**src/rtl/core/rwbc_pkg.sv**
```systemverilog
// Shared types and codes for the register write burst combiner.
package rwbc_pkg;

    // Register-list entry codes
    localparam logic [1:0] CMD_W8    = 2'd0;
    localparam logic [1:0] CMD_W16   = 2'd1;
    localparam logic [1:0] CMD_DELAY = 2'd2;
    localparam logic [1:0] CMD_END   = 2'd3;

    // Result kinds
    localparam logic KIND_BYTE  = 1'b0;
    localparam logic KIND_DELAY = 1'b1;

    typedef struct packed {
        logic [1:0]  command;
        logic [15:0] reg_addr;
        logic [15:0] value;
    } cmd_item_t;

    typedef struct packed {
        logic        kind;
        logic [7:0]  data_byte;
        logic [15:0] delay_ms;
        logic        message_end;
        logic        last;
    } msg_item_t;

endpackage

```
**src/rtl/core/rwbc_out_stage.sv**
```systemverilog
// Output register stage: holds one result item until the receiver takes it.
module rwbc_out_stage (
    input  logic                clk,
    input  logic                rst_n,
    input  logic                load,
    input  rwbc_pkg::msg_item_t load_item,
    output logic                free,
    output logic                msg_valid,
    input  logic                msg_stall,
    output rwbc_pkg::msg_item_t msg_data
);

    logic                valid_reg;
    logic                valid_next;
    rwbc_pkg::msg_item_t item_reg;

    // slot can take a new item when empty or when the held one leaves now
    assign free = !valid_reg || !msg_stall;

    always_comb
    begin
        if (load)
        begin
            valid_next = 1'b1;
        end
        else if (msg_stall)
        begin
            valid_next = valid_reg;
        end
        else
        begin
            valid_next = 1'b0;
        end
    end

    always_ff @(posedge clk or negedge rst_n)
    begin
        if (!rst_n)
        begin
            valid_reg <= 1'b0;
        end
        else
        begin
            valid_reg <= valid_next;
        end
    end

    always_ff @(posedge clk)
    begin
        if (load)
        begin
            item_reg <= load_item;
        end
    end

    assign msg_valid = valid_reg;
    assign msg_data  = item_reg;

endmodule

```
**src/rtl/core/register_write_burst_combiner.sv**
```systemverilog
// Top level of the register write burst combiner: sequencer and burst buffer.
//
// Usage: register-list entries enter on the cmd channel (cmd_valid/cmd_stall,
// payload cmd_data); results leave on the msg channel (msg_valid/msg_stall,
// payload msg_data), one byte of a bus message or one delay request per item.
// Writes to consecutive addresses collect in a BUF_BYTES-deep buffer memory;
// a flush sends address high, address low, then the buffered bytes.
// One entry is taken at a time: cmd_stall is high from the cycle after
// acceptance until the entry's work is done.
// During a flush the buffered bytes leave one byte per cycle out of the buffer
// memory read port, unless the receiver stalls with a result held. Results
// appear in the cycle after they are produced, through an output register.
// When the receiver stalls, the held result stays and the sequencer waits before its next result.
// Reset empties the burst (fill count zero); buffer contents are not cleared
// and need no clearing, since only written entries are ever read.
module register_write_burst_combiner #(
    parameter int BUF_BYTES = 32
) (
    input  logic                clk,
    input  logic                rst_n,
    input  logic                cmd_valid,
    output logic                cmd_stall,
    input  rwbc_pkg::cmd_item_t cmd_data,
    output logic                msg_valid,
    input  logic                msg_stall,
    output rwbc_pkg::msg_item_t msg_data
);

    localparam int CW = $clog2(BUF_BYTES);
    localparam logic [CW:0] BUF_LIMIT = (CW+1)'(BUF_BYTES);

    localparam logic [3:0] ST_IDLE    = 4'd0;
    localparam logic [3:0] ST_CHECK   = 4'd1;
    localparam logic [3:0] ST_ADDR_HI = 4'd2;
    localparam logic [3:0] ST_ADDR_LO = 4'd3;
    localparam logic [3:0] ST_DATA    = 4'd4;
    localparam logic [3:0] ST_STORE_A = 4'd5;
    localparam logic [3:0] ST_STORE_B = 4'd6;
    localparam logic [3:0] ST_POST    = 4'd7;
    localparam logic [3:0] ST_DELAY   = 4'd8;

    logic [3:0]          state_reg,  state_next;
    rwbc_pkg::cmd_item_t item_reg,   item_next;
    logic [CW-1:0]       fill_reg,   fill_next;
    logic [15:0]         start_reg,  start_next;
    logic                pre_reg,    pre_next;
    logic [CW-1:0]       rd_idx_reg, rd_idx_next;
    logic [7:0]          rd_data_reg;

    logic [7:0]          burst_mem [BUF_BYTES];

    logic                wr_en;
    logic [CW-1:0]       wr_idx;
    logic [7:0]          wr_byte;
    logic                rd_en;
    logic [CW-1:0]       rd_addr;

    logic                emit;
    rwbc_pkg::msg_item_t emit_item;
    logic                emit_ok;

    logic                is_w16;
    logic                is_delay;
    logic                is_end;
    logic                fill_zero;
    logic                mismatch;
    logic [CW:0]         step;
    logic                early_post;
    logic                post_need;
    logic                data_end;
    logic                last_pre;

    assign is_w16    = item_reg.command == rwbc_pkg::CMD_W16;
    assign is_delay  = item_reg.command == rwbc_pkg::CMD_DELAY;
    assign is_end    = item_reg.command == rwbc_pkg::CMD_END;
    assign fill_zero = fill_reg == '0;
    assign mismatch  = (start_reg + 16'(fill_reg)) != item_reg.reg_addr;
    assign step      = is_w16 ? (CW+1)'(2) : (CW+1)'(1);
    // set when a write that follows a flush fills the buffer far enough to flush again
    assign early_post = (step + (CW+1)'(2)) >= BUF_LIMIT;
    assign post_need  = ({1'b0, fill_reg} + (CW+1)'(2)) >= BUF_LIMIT;
    assign data_end   = ({1'b0, rd_idx_reg} + (CW+1)'(1)) == {1'b0, fill_reg};
    assign last_pre   = is_end || (!is_delay && !early_post);

    assign cmd_stall = state_reg != ST_IDLE;

    always_comb
    begin
        state_next  = state_reg;
        item_next   = item_reg;
        fill_next   = fill_reg;
        start_next  = start_reg;
        pre_next    = pre_reg;
        rd_idx_next = rd_idx_reg;
        wr_en       = 1'b0;
        wr_idx      = fill_reg;
        wr_byte     = item_reg.value[7:0];
        rd_en       = 1'b0;
        rd_addr     = rd_idx_reg;
        emit        = 1'b0;
        emit_item   = '0;

        unique case (state_reg)
            ST_IDLE:
            begin
                if (cmd_valid)
                begin
                    item_next  = cmd_data;
                    state_next = ST_CHECK;
                end
            end
            ST_CHECK:
            begin
                if (!fill_zero && (is_delay || is_end || mismatch))
                begin
                    pre_next   = 1'b1;
                    state_next = ST_ADDR_HI;
                end
                else if (is_delay)
                begin
                    state_next = ST_DELAY;
                end
                else if (is_end)
                begin
                    state_next = ST_IDLE;
                end
                else
                begin
                    state_next = ST_STORE_A;
                end
            end
            ST_ADDR_HI:
            begin
                if (emit_ok)
                begin
                    emit                = 1'b1;
                    emit_item.kind      = rwbc_pkg::KIND_BYTE;
                    emit_item.data_byte = start_reg[15:8];
                    // fetch the first buffered byte early
                    rd_en       = 1'b1;
                    rd_addr     = '0;
                    rd_idx_next = '0;
                    state_next  = ST_ADDR_LO;
                end
            end
            ST_ADDR_LO:
            begin
                if (emit_ok)
                begin
                    emit                = 1'b1;
                    emit_item.kind      = rwbc_pkg::KIND_BYTE;
                    emit_item.data_byte = start_reg[7:0];
                    state_next          = ST_DATA;
                end
            end
            ST_DATA:
            begin
                if (emit_ok)
                begin
                    emit                  = 1'b1;
                    emit_item.kind        = rwbc_pkg::KIND_BYTE;
                    emit_item.data_byte   = rd_data_reg;
                    emit_item.message_end = data_end;
                    emit_item.last        = data_end && (pre_reg ? last_pre : 1'b1);
                    if (data_end)
                    begin
                        fill_next = '0;
                        pre_next  = 1'b0;
                        if (!pre_reg || is_end)
                        begin
                            state_next = ST_IDLE;
                        end
                        else if (is_delay)
                        begin
                            state_next = ST_DELAY;
                        end
                        else
                        begin
                            state_next = ST_STORE_A;
                        end
                    end
                    else
                    begin
                        rd_en       = 1'b1;
                        rd_addr     = rd_idx_reg + CW'(1);
                        rd_idx_next = rd_idx_reg + CW'(1);
                    end
                end
            end
            ST_STORE_A:
            begin
                wr_en   = 1'b1;
                wr_byte = is_w16 ? item_reg.value[15:8] : item_reg.value[7:0];
                if (fill_zero)
                begin
                    start_next = item_reg.reg_addr;
                end
                fill_next  = fill_reg + CW'(1);
                state_next = is_w16 ? ST_STORE_B : ST_POST;
            end
            ST_STORE_B:
            begin
                wr_en      = 1'b1;
                wr_byte    = item_reg.value[7:0];
                fill_next  = fill_reg + CW'(1);
                state_next = ST_POST;
            end
            ST_POST:
            begin
                if (post_need)
                begin
                    pre_next   = 1'b0;
                    state_next = ST_ADDR_HI;
                end
                else
                begin
                    state_next = ST_IDLE;
                end
            end
            ST_DELAY:
            begin
                if (emit_ok)
                begin
                    emit               = 1'b1;
                    emit_item.kind     = rwbc_pkg::KIND_DELAY;
                    emit_item.delay_ms = item_reg.value;
                    emit_item.last     = 1'b1;
                    state_next         = ST_IDLE;
                end
            end
            default:
            begin
                state_next = ST_IDLE;
            end
        endcase
    end

    always_ff @(posedge clk or negedge rst_n)
    begin
        if (!rst_n)
        begin
            state_reg <= ST_IDLE;
            fill_reg  <= '0;
            start_reg <= '0;
            pre_reg   <= 1'b0;
        end
        else
        begin
            state_reg <= state_next;
            fill_reg  <= fill_next;
            start_reg <= start_next;
            pre_reg   <= pre_next;
        end
    end

    always_ff @(posedge clk)
    begin
        item_reg   <= item_next;
        rd_idx_reg <= rd_idx_next;
    end

    // burst buffer: one write port, one registered read port
    always_ff @(posedge clk)
    begin
        if (wr_en)
        begin
            burst_mem[wr_idx] <= wr_byte;
        end
        if (rd_en)
        begin
            rd_data_reg <= burst_mem[rd_addr];
        end
    end

    rwbc_out_stage u_out_stage (
        .clk       (clk),
        .rst_n     (rst_n),
        .load      (emit),
        .load_item (emit_item),
        .free      (emit_ok),
        .msg_valid (msg_valid),
        .msg_stall (msg_stall),
        .msg_data  (msg_data)
    );

endmodule

```
**config.mk**
```make
export PLATFORM = sky130hd
export DESIGN_NAME = register_write_burst_combiner
export DESIGN_NICKNAME = d
export VERILOG_FILES = /design/src/rtl/core/rwbc_pkg.sv /design/src/rtl/core/rwbc_out_stage.sv /design/src/rtl/core/register_write_burst_combiner.sv
export SDC_FILE = /design/constraint.sdc
export NUM_CORES = 1
export LEC_CHECK = 0
export BUFFER_PORTS_ARGS = -buffer_cell sky130_fd_sc_hd__buf_2
export CAP_MARGIN = 30
export CELL_PAD_IN_SITES_DETAIL_PLACEMENT = 0
export CELL_PAD_IN_SITES_GLOBAL_PLACEMENT = 2
export CORE_UTILIZATION = 50
export CTS_BUF_LIST = sky130_fd_sc_hd__clkbuf_2
export DETAILED_ROUTE_END_ITERATION = 7
export PLACE_DENSITY_LB_ADDON = 0.1
export SLEW_MARGIN = 0
export SYNTH_ARGS = -nofsm -noshare
export SYNTH_HDL_FRONTEND = slang
export SYNTH_HIERARCHICAL = 1
export SYNTH_SLANG_ARGS = --single-unit
```
**constraint.sdc**
```tcl
create_clock -name clk -period 5.7 [get_ports clk]
set_input_delay 0.285 -clock clk [delete_from_list [all_inputs] [get_ports clk]]
set_output_delay 0.285 -clock clk [all_outputs]
set_load 0.005 [all_outputs]
```
After elaboration in Yosys (flattened, before gate mapping)
Memory sizes are Yosys's and may differ from the RTL's. A register that Yosys moved wholly into a read port is not among the register bits. Cells that the tools add are included.

Register bits: 93. Bits in writable memories: 256. Memories: 1. Word-level logic and storage cells: 120.

Order comparisons: 2. Multiplexer cells: 47. Equality and inequality tests: 22. Add/subtract/negate cells: 6. Reductions and logical operators: 28.

Memory list: burst_mem (words 32, width 8, read ports 1, clocked after Yosys merged registers in 1, wr ports 1, line register_write_burst_combiner.sv:50) `logic [7:0] burst_mem [BUF_BYTES];`.

Operators by type and width (number): 2-to-1 mux 4 bit (10); 2-to-1 mux 8 bit (5); one-hot mux 4 bit (9 select lines) (1); 2-to-1 mux 5 bit (5); one-hot mux 8 bit (3 select lines) (1); one-hot mux 5 bit (2 select lines) (2); adder 16 x 5 -> 16 bit (1); equality test 4 x 3 -> 1 bit, second input constant (4); 2-to-1 mux 1 bit (16); inequality test 16 bit (1); inequality test 2 bit, second input constant (8); adder 5 x 1 -> 5 bit, second input constant (2); equality test 4 x 2 -> 1 bit, second input constant (2); AND reduction 2 bit (4); adder 5 x 1 -> 6 bit, second input constant (1); adder 5 x 2 -> 6 bit, second input constant (1); equality test 6 x 5 -> 1 bit (1); greater-or-equal comparator 3 x 6 -> 1 bit, second input constant (1); greater-or-equal comparator 6 bit, second input constant (1); logical NOT 1 bit (6); AND reduction 6 bit (1); logical NOT 5 bit (1); logical OR 1 bit (5); AND reduction 5 bit (1); other kinds (19) (24).

Longest topological paths before layout
Gate-level depths: netlist of the first run.

Depth after elaboration: 11. Mapped depth: 14. Gate-level depth less buffers: 11.

Cells and area by module
The synthesis of the first run kept the hierarchy.

Modules (own cells, without submodules): register_write_burst_combiner (cells each 990, sequential area each 9699.3 sq um, area an instance 14257.4 sq um, instances 1); rwbc_out_stage (cells each 30, sequential area each 835.8 sq um, area an instance 847.1 sq um, instances 1).

Worst setup path before layout of the first run
No wires, ideal clock.

Path kind: register -> register. From: register rd_idx_reg[0]. To: register rd_data_reg[3] (read register of burst_mem), data pin. Stages on the path, launching flop included: 14. Clock period less this slack: 3.172 ns. Setup time: 0.260 ns. Arrival time: 2.912 ns. Path buffers: 2. Path slack: 2.528 ns. Path through: dfxtp_1 > ha_1 > xnor2_1 > nand3_1 > or4_4 > o2111ai_4 > and2_1 > buf_4 > inv_4 > buf_6 > mux4_2 > a22o_1 > a211oi_2 > nor4_1.

Longest elaborated chain between the ends: 5. Elaborated cells on any way between the ends: 10. Classes of those cells: 2 x add/sub; 1 x eq/ne; 7 x mux.

Ends and longest elaborated chain: start: declaration (line register_write_burst_combiner.sv:47) `logic [CW-1:0] rd_idx_reg, rd_idx_next;`; start signal: assignment (line register_write_burst_combiner.sv:259) `rd_idx_reg <= rd_idx_next;`; adder 5 x 1 -> 6 bit (line register_write_burst_combiner.sv:82) `assign data_end = ({1'b0, rd_idx_reg} + (CW+1)'(1)) == {1'b0, fill_reg};`; equality test 6 x 5 -> 1 bit (line register_write_burst_combiner.sv:82); 2-to-1 mux 5 bit or 2-to-1 mux 1 bit (tied branches) (2 in series); one-hot mux 5 bit (2 select lines) or one-hot mux 1 bit (2 select lines) (tied branches) (line register_write_burst_combiner.sv:103) `unique case (state_reg)`; end: declaration (line register_write_burst_combiner.sv:48) `logic [7:0] rd_data_reg;`.

Several ways; a longest one is shown, not always the timed one. A chain may end at the register's enable or synchronous reset.

Worst setup path in the final report of the first run
From: register fill_reg[4]. To: register rd_data_reg[0] (read register of burst_mem), data pin.

Longest elaborated chain between the ends: 4. Elaborated cells on any way between the ends: 7. Classes of those cells: 1 x eq/ne; 6 x mux.

Ends and longest elaborated chain: start: declaration (line register_write_burst_combiner.sv:44) `logic [CW-1:0] fill_reg, fill_next;`; start signal: assignment (line register_write_burst_combiner.sv:250) `fill_reg <= fill_next;`; equality test 6 x 5 -> 1 bit * (line register_write_burst_combiner.sv:82); 2-to-1 mux 5 bit or 2-to-1 mux 1 bit (tied branches) (2 in series); one-hot mux 5 bit (2 select lines) or one-hot mux 1 bit (2 select lines) (tied branches) (line register_write_burst_combiner.sv:103).

Mark *: on every way between the ends. The rest lies on a longest branch, timed or not.

==> metrics.md, run 1 <==
| Metric | Value |
|---|---|
| Critical path data arrival time | 4.96 ns |
| TritonCTS clock tree | yes |
| Global route hottest layer | met2 |
| Most common cell after layout, fill and taps aside | edfxtp_1 |
| Global route overflow | 0 |
| Vias in the first global route | 9041 |
| Post-route ant nets | 0 |
| Worst slew margin | 40.5% |
| Met2 GRT Util | 37.5% |
| Max frequency | 234 MHz |
| Reg2Reg Setup Slack | around 1.4 ns |
| DR WL/cell | 21.3 um |
| CP endpoint kind | register |
| Hold Fails Final Rpt | 0 |
| Cell row count | 63 |
| CTS Buf Count | 89 |
| Worst setup startpoint | fill_reg[4] |
| Area leader, netlist | edfxtp_1 |
| Number of synthesized flops with an enable pin | 325 |
| RSZ-0062 raised after global routing | false |
| Reg2reg start | fill_reg[4] |
| Peak VDD IR | about 210 uV |
| Main area contributors after synthesis | edfxtp_1 (65%), dfrtp_1 (4.5%), mux4_2 (3.3%) |
| Hold Crit Class | in2reg |
| Via count | 9166 |
| Worst R2R Path Depth | 12 |
| Share of cells above drive strength 1 | 23.1% |
| RePlAce Congestion | 0.786 |
| Crit Path Max Fanout | between 60 and 70 |
| Worst Path Class, Setup | reg2reg |
| DP Wirelength | 21600 um |
| Final WL | 34900 um |
| Clk sink count | approximately 360 |
| PD cells | 454 nW/um2 |
| Top FF cell, synth | edfxtp_1 |
| Pin count of the biggest net entering global routing | 68 |
| Area fraction of the dominant cell type after synthesis | between 60% and 70% |
| # nets final | 1237 |
| Initial antenna violation count | 1 |
| Global Route Usage Sum | a little under a quarter |
| Met1 usage | 31.7% |
| Full die area | 30900 um2 |
| Die Height | 176 um |
| Actual slew at the worst max-slew pin | 0.889 ns |
| Leading cell types in the layout, fill and taps excluded | edfxtp_1 (325), clkbuf_2 (127), nand2_1 (111), buf_2 (66), nor2_1 (63) |
| Htree depth | 3 |
| Startpoint Class | register |
| Worst setup path end | rd_data_reg[0] |
| Setup TNS | 0 ns |
| Setup WS post-layout | 1.43 ns |
| Post-synth ARST share | 7.56% |
| Max FFs per register | about 260 |
| Syn nets | 1070 |
| Root buffer cell | clkbuf_2 |
| Unique cell type count in the Yosys netlist | 72 |
| CTS resizes | 0 |
| Avg Inst Size Synth | 14.8 um2 |
| Worst Path Required | between 6 and 7 ns |
| WHS | 0.0990 ns |
| R2r endpoint | rd_data_reg[0] |
| Cell Area, Synth | 15100 um2 |
| Clk buf depth | 3 |
| Register bit total from synthesis | 357 |
| Static Leak | 6.02 nW |
| Sequential share of the synthesized area | 69.7% |
| Clk pin slew, worst setup/hold paths | 0.11 ns |
| Global-route wire length before repair | 53400 um |
| Io pins | 67 |
| Vias per Instance | 5.59 |
| Period utilization | between 70% and 80% |
| # DRC | 0 |
| Initial DRT Pass Iterations | 5 |
| Max Cap Viol | 0 |
| Total power | 7.75 mW |
| Worst skew pair latency | between 0.9 and 1 ns |
| Drt initial violations | 640 |
| Dpl ws | between 1 and 1.5 ns |
| Chip width | 176 um |
| Input/output buffers | 66 |
| Final Max Slew Viols | 0 |
| Area added between synthesis and finish | 13.1% |
| Initial core utilization | 50.8% |
| Final Setup Violations | 0 |
| Grt met3 use | 4.52% |
| Syn. warnings | 6 |
| Status | finished, final reports clean |
| Tmin final | 4.27 ns |
| Synth Instances | 1020 |
| Placeable Area | 29700 um2 |
| Final Skew | 0.106 ns |
==> how the worst min path moves through the flow <==
stage	from	slack, ns	cells after the start	end
floorplan	rst_n	-0.01	0	fill_reg[0]
global placement	rst_n	0.38	1	start_reg[9]
detailed placement	rst_n	0.37	1	start_reg[6]
CTS	cmd_data[17]	0.00003	2	item_reg[17]
global route	cmd_data[15]	0.02	2	item_reg[15]
finish	cmd_data[20]	0.1	2	item_reg[20]
==> critical path: stages (launching register included) <==
cell and delay, ns:
dfrtp_1 0.61, xor2_1 0.17, mux2_4 0.31, nor4_2 0.47
a32oi_1 0.21, buf_4 0.26, and2_1 0.20, inv_4 0.45
buf_12 0.36, a211oi_1 0.12, a31oi_1 0.24, o22ai_1 0.20
nor4_1 0.36
==> routing by layer <==
metal | share of wire [%] | vias to the layer above | routed length [um]
met5 | 0 | - | 0
met4 | 2.1 | 0 | 735
met3 | 5.4 | 54 | 1890
met2 | 48 | 277 | 16800
met1 | 44 | 4504 | 15400
li1 | - | 4331 | -
==> timing repair <==
item | 4_1_cts | 5_1_grt
endpoints found under the hold margin | 63 | 1
setup buffers | 0 | 0
hold buffers | 52 | 1
==> per-stage QoR <==
| step | instance area (um2) | util [%] | cells |
|---|---|---|---|
| global placement | 15800 | 53.0 | 1431 |
| CTS | 17100 | 57.4 | 1637 |
| floorplan | 15100 | - | 1020 |
| finish | 17100 | 57.5 | 1639 |
| detailed placement | 15800 | 53.1 | 1433 |
| global route | 17100 | 57.5 | 1639 |
==> cell usage after synthesis, types with 4 or more instances <==
master      n
a211oi_1   30
mux4_2     22
xor2_1     16
xnor2_1    14
a21oi_1    15
edfxtp_1  325
clkbuf_1   27
ha_1       11
nand2b_1    7
mux2i_1    18
buf_2      13
nor3_1     17
buf_4       9
nand2_1   111
and3_1     27
and2_1     18
o21ai_0    15
o22ai_1     9
nor2b_1     5
nor4_1      9
buf_1       4
a21o_1      5
o221ai_1    8
mux2_2     31
a31oi_1    29
dfxtp_1     5
inv_1       7
a22oi_1     9
dfrtp_1    27
nor2_1     64
a22o_1     10
nand3_1    31
a21boi_0    8
==> kinds of logic (layout without fill, tap and decap cells) <==
kind of cell | after synthesis | in the layout | synth area share [%]
AOI/OAI and AO/OA | 164 | 164 | 7.85
xor gates and xnor gates | 30 | 30 | 1.74
adders and majority gates | 12 | 12 | 1.04
buffers and inverters | 65 | 293 | 2.07
DFF | 357 | 357 | 69.7
muxes | 74 | 74 | 7.23
other | 0 | 1 | 0
and+or+nand+nor | 318 | 318 | 10.3
==> area by class of cell <==
cell class	instances	area [um2]
Clock buffer	127	636
Timing Repair Buffer	132	988
Fill cell	2451	12600
Clock inverter	25	123
Antenna cell	1	2.50
Inverter	9	36.3
Sequential cell	357	10500
Tap cell	390	488
Multi-Input combinational cell	598	4270
==> report_power, final <==
group	leakage, nW	switching, mW	internal [mW]
clock network	0.578	1.01	0.604
logic	2.09	1.59	0.995
registers	3.34	0.248	3.30
total	6.02	2.85	4.90
(Power assumes the default switching activity.)
==> inputs of run 2 (changes only) <==
--- a/config.mk
+++ b/config.mk
@@ -5,11 +5,12 @@
 export SDC_FILE = /design/constraint.sdc
 export NUM_CORES = 1
 export LEC_CHECK = 0
+export ABC_AREA = 1
 export BUFFER_PORTS_ARGS = -buffer_cell sky130_fd_sc_hd__buf_2
 export CAP_MARGIN = 30
 export CELL_PAD_IN_SITES_DETAIL_PLACEMENT = 0
 export CELL_PAD_IN_SITES_GLOBAL_PLACEMENT = 2
-export CORE_UTILIZATION = 50
+export CORE_UTILIZATION = 38
 export CTS_BUF_LIST = sky130_fd_sc_hd__clkbuf_2
 export DETAILED_ROUTE_END_ITERATION = 7
 export PLACE_DENSITY_LB_ADDON = 0.1
==> constraint.sdc (replaced) <==
create_clock -name clk -period 3.9 [get_ports clk]
set_input_delay 0.195 -clock clk [delete_from_list [all_inputs] [get_ports clk]]
set_output_delay 0.195 -clock clk [all_outputs]
set_load 0.005 [all_outputs]
==> metrics.md, run 2 <==
| Metric | Value |
|---|---|
| Status | finished, final reports clean |
| Total power | 12.2 mW (+57%) |
| Critical path data arrival time | 4.24 ns (-0.72 ns) |
| Cell Area, Synth | 16300 um2 (+7.8%) |
| Actual slew at the worst max-slew pin | 0.871 ns (-0.0183 ns) |
| Cell row count | 75 (+19%) |
| Tmin final | 3.34 ns (-0.931 ns) |
| Vias per Instance | 4.96 (-11%) |
| Htree depth | 3 (unchanged) |
| Initial DRT Pass Iterations | 5 (unchanged) |
| Period utilization | 85.6% (+11 points) |
| Syn nets | 1641 (+53%) |
| Hold Crit Class | in2async |
| Global route overflow | 0 (unchanged) |
| Hold Fails Final Rpt | 0 (unchanged) |
| Peak VDD IR | 409 uV (+94%) |
| Sequential share of the synthesized area | 64.7% (-5.1 points) |
| CP endpoint kind | register |
| Vias in the first global route | 11900 (+32%) |
| Chip width | 209 um (+19%) |
| Full die area | 43700 um2 (+41%) |
| Input/output buffers | 66 (unchanged) |
| Worst Path Class, Setup | reg2reg |
| Max Cap Viol | 0 (unchanged) |
| WHS | 0.152 ns (+0.0532 ns) |
| Die Height | 209 um (+19%) |
| Setup TNS | 0 ns (unchanged) |
| Area leader, netlist | edfxtp_1 |
| Global Route Usage Sum | 22.2% (-1.0 points) |
| Worst skew pair latency | 1.09 ns (+0.13 ns) |
| Area fraction of the dominant cell type after synthesis | 59.9% (-4.7 points) |
| Max FFs per register | 256 (unchanged) |
| Max frequency | 299 MHz (+28%) |
| Final Max Slew Viols | 0 (unchanged) |
| Setup Buffers After CTS | 0 (unchanged) |
| Drt initial violations | 841 (+31%) |
| Avg Inst Size Synth | 10.2 um2 (-31%) |
| Share of cells above drive strength 1 | 16.5% (-6.6 points) |
| Most frequent cell after synthesis | nand2_1 |
| Initial core utilization | 38.7% (-12 points) |
| Final Skew | 0.0787 ns (-0.0271 ns) |
| Root buffer cell | clkbuf_2 |
| Final WL | 47600 um (+36%) |
| Clk pin slew, worst setup/hold paths | 0.11 ns (about the same) |
| Post-synth ARST share | 7.56% (unchanged) |
| Clk sink count | 357 (unchanged) |
| Hold buffers post-CTS | 75 (+44%) |
| Static Leak | 8.02 nW (+33%) |
| RSZ-0062 raised after global routing | false |
| Worst Path Required | 4.80 ns (-1.59 ns) |
| DR WL/cell | 19.7 um (-7.5%) |
| # DRC | 0 (unchanged) |
| Area added between synthesis and finish | 16.8% |
| Most common cell after layout, fill and taps aside | nand2_1 |
| Clk buf depth | 3 (unchanged) |
| Io pins | 67 (unchanged) |
| DP Wirelength | 29900 um (+39%) |
| Number of synthesized flops with an enable pin | 325 (unchanged) |
| CTS resizes | 0 (unchanged) |
| Syn. warnings | 6 (unchanged) |
| Post-route ant nets | 0 (unchanged) |
| Register bit total from synthesis | 357 (unchanged) |
| Main area contributors after synthesis | edfxtp_1 (60%), nand3_1 (9.7%), nand2_1 (9.6%) |
| Placeable Area | 42100 um2 (+42%) |
| Synth Instances | 1591 (+56%) |
| Post-synth top cells | nand2_1 (418), edfxtp_1 (325), nand3_1 (316) |
| # nets final | 1849 (+49%) |
| Initial antenna violation count | 2 (+1) |
| Crit Path Max Fanout | 17 (-75%) |
| Startpoint Class | register |
| Unique cell type count in the Yosys netlist | 36 (-50%) |
| RePlAce Congestion | 0.822 (+4.6%) |
| Final Setup Violations | 0 (unchanged) |
| Reg2Reg Setup Slack | 0.56 ns (-0.87 ns) |
| TritonCTS clock tree | yes |
| Worst slew margin | 41.8% (+1.2 points) |
| Top FF cell, synth | edfxtp_1 |
| Leading cell types in the layout, fill and taps excluded | nand2_1 (416), edfxtp_1 (325), nand3_1 (315), inv_1 (178), clkbuf_2 (147) |
| Global-route wire length before repair | 72900 um (+37%) |
| Pin count of the biggest net entering global routing | 129 (+90%) |
| Via count | 12000 (+31%) |
| CTS Buf Count | 97 (+9.0%) |
| PD cells | 641 nW/um2 (+41%) |
[run 2: changes by cell type after synthesis, moves of 18 or more]
| cell | before | now |
|---|---|---|
| nand3b_1 | 3 | 38 |
| nand2_1 | 111 | 418 |
| nand3_1 | 31 | 316 |
| mux4_2 | 22 | 0 |
| buf_2 | 13 | 40 |
| mux2_2 | 31 | 10 |
| nor2_1 | 64 | 84 |
| and3_1 | 27 | 0 |
| mux2i_1 | 18 | 0 |
| inv_1 | 7 | 178 |
| a31oi_1 | 29 | 6 |
| a211oi_1 | 30 | 0 |
[run 2: final cells by class]
cell class                 instances  area (um2)
timing repair buffer             181        1490
multi-input combinational        971        4700
fill                            4120       23100
antenna                            4        10.0
clock buffer                     147         736
inverter                         191         717
tap                              539         674
sequential                       357       10500
clock inverter                    25         156
[run 2: where the power goes]
part	switching, mW	internal, mW	leakage (nW)
Combinational	3.04	1.32	3.98
Sequential	0.302	4.81	3.35
Clock	1.58	1.13	0.691
Total	4.93	7.26	8.02
[run 2: final timing paths]
check,from,to,cells after the start
min,rst_n,fill_reg[4],4
min reg2reg,pre_reg,pre_reg,2
max in group asynchronous,rst_n,start_reg[14],4
min in group clk,cmd_valid,item_reg[24],4
max reg2reg,rd_idx_reg[0],rd_data_reg[1],17
max,rd_idx_reg[0],rd_data_reg[1],17
[run 2: logic make-up (layout without fill, tap and decap cells)]
kind of cell | after synthesis | after routing | synth area share (%)
simple gates | 886 | 886 | 24.1
other cells | 0 | 4 | 0
mux | 10 | 10 | 0.691
xor+xnor | 19 | 19 | 1.02
compound gates | 44 | 44 | 1.61
flops | 357 | 357 | 64.7
fa+ha+maj | 12 | 12 | 0.968
buf+inv | 263 | 544 | 6.90
[run 2: through the flow]
stage	utilization, %	instance area (um2)	std cells	setup slack (ns)
after global placement	41.1	17300	2162	0.660
after floorplan	-	16300	1591	1.19
after detailed placement	41.2	17400	2164	0.609
after CTS	45.1	19000	2411	0.510
final	45.2	19000	2415	0.560
after global routing	45.2	19000	2415	0.105
[run 2: critical path, cell delays in order, from the launching register on]
cell and delay, ns:
dfxtp_1 0.48, ha_1 0.29, inv_1 0.06, nand2_1 0.10
nand2_1 0.06, nand2_1 0.05, nand2_1 0.05, nor2_1 0.12
nand3_2 0.14, nand2_2 0.19, nand2_2 0.21, o22ai_1 0.17
nand2_1 0.43, inv_2 0.42, nand3_1 0.14, nand2_1 0.12
nand2_1 0.05, nand2_1 0.07
[run 2: per-layer routing]
metal,track usage (%),vias up,wire length (um)
li1,-,5836,-
met1,31.0,5840,22600
met2,35.2,232,22400
met3,4.57,60,1840
met4,5.81,0,717
met5,0,-,0
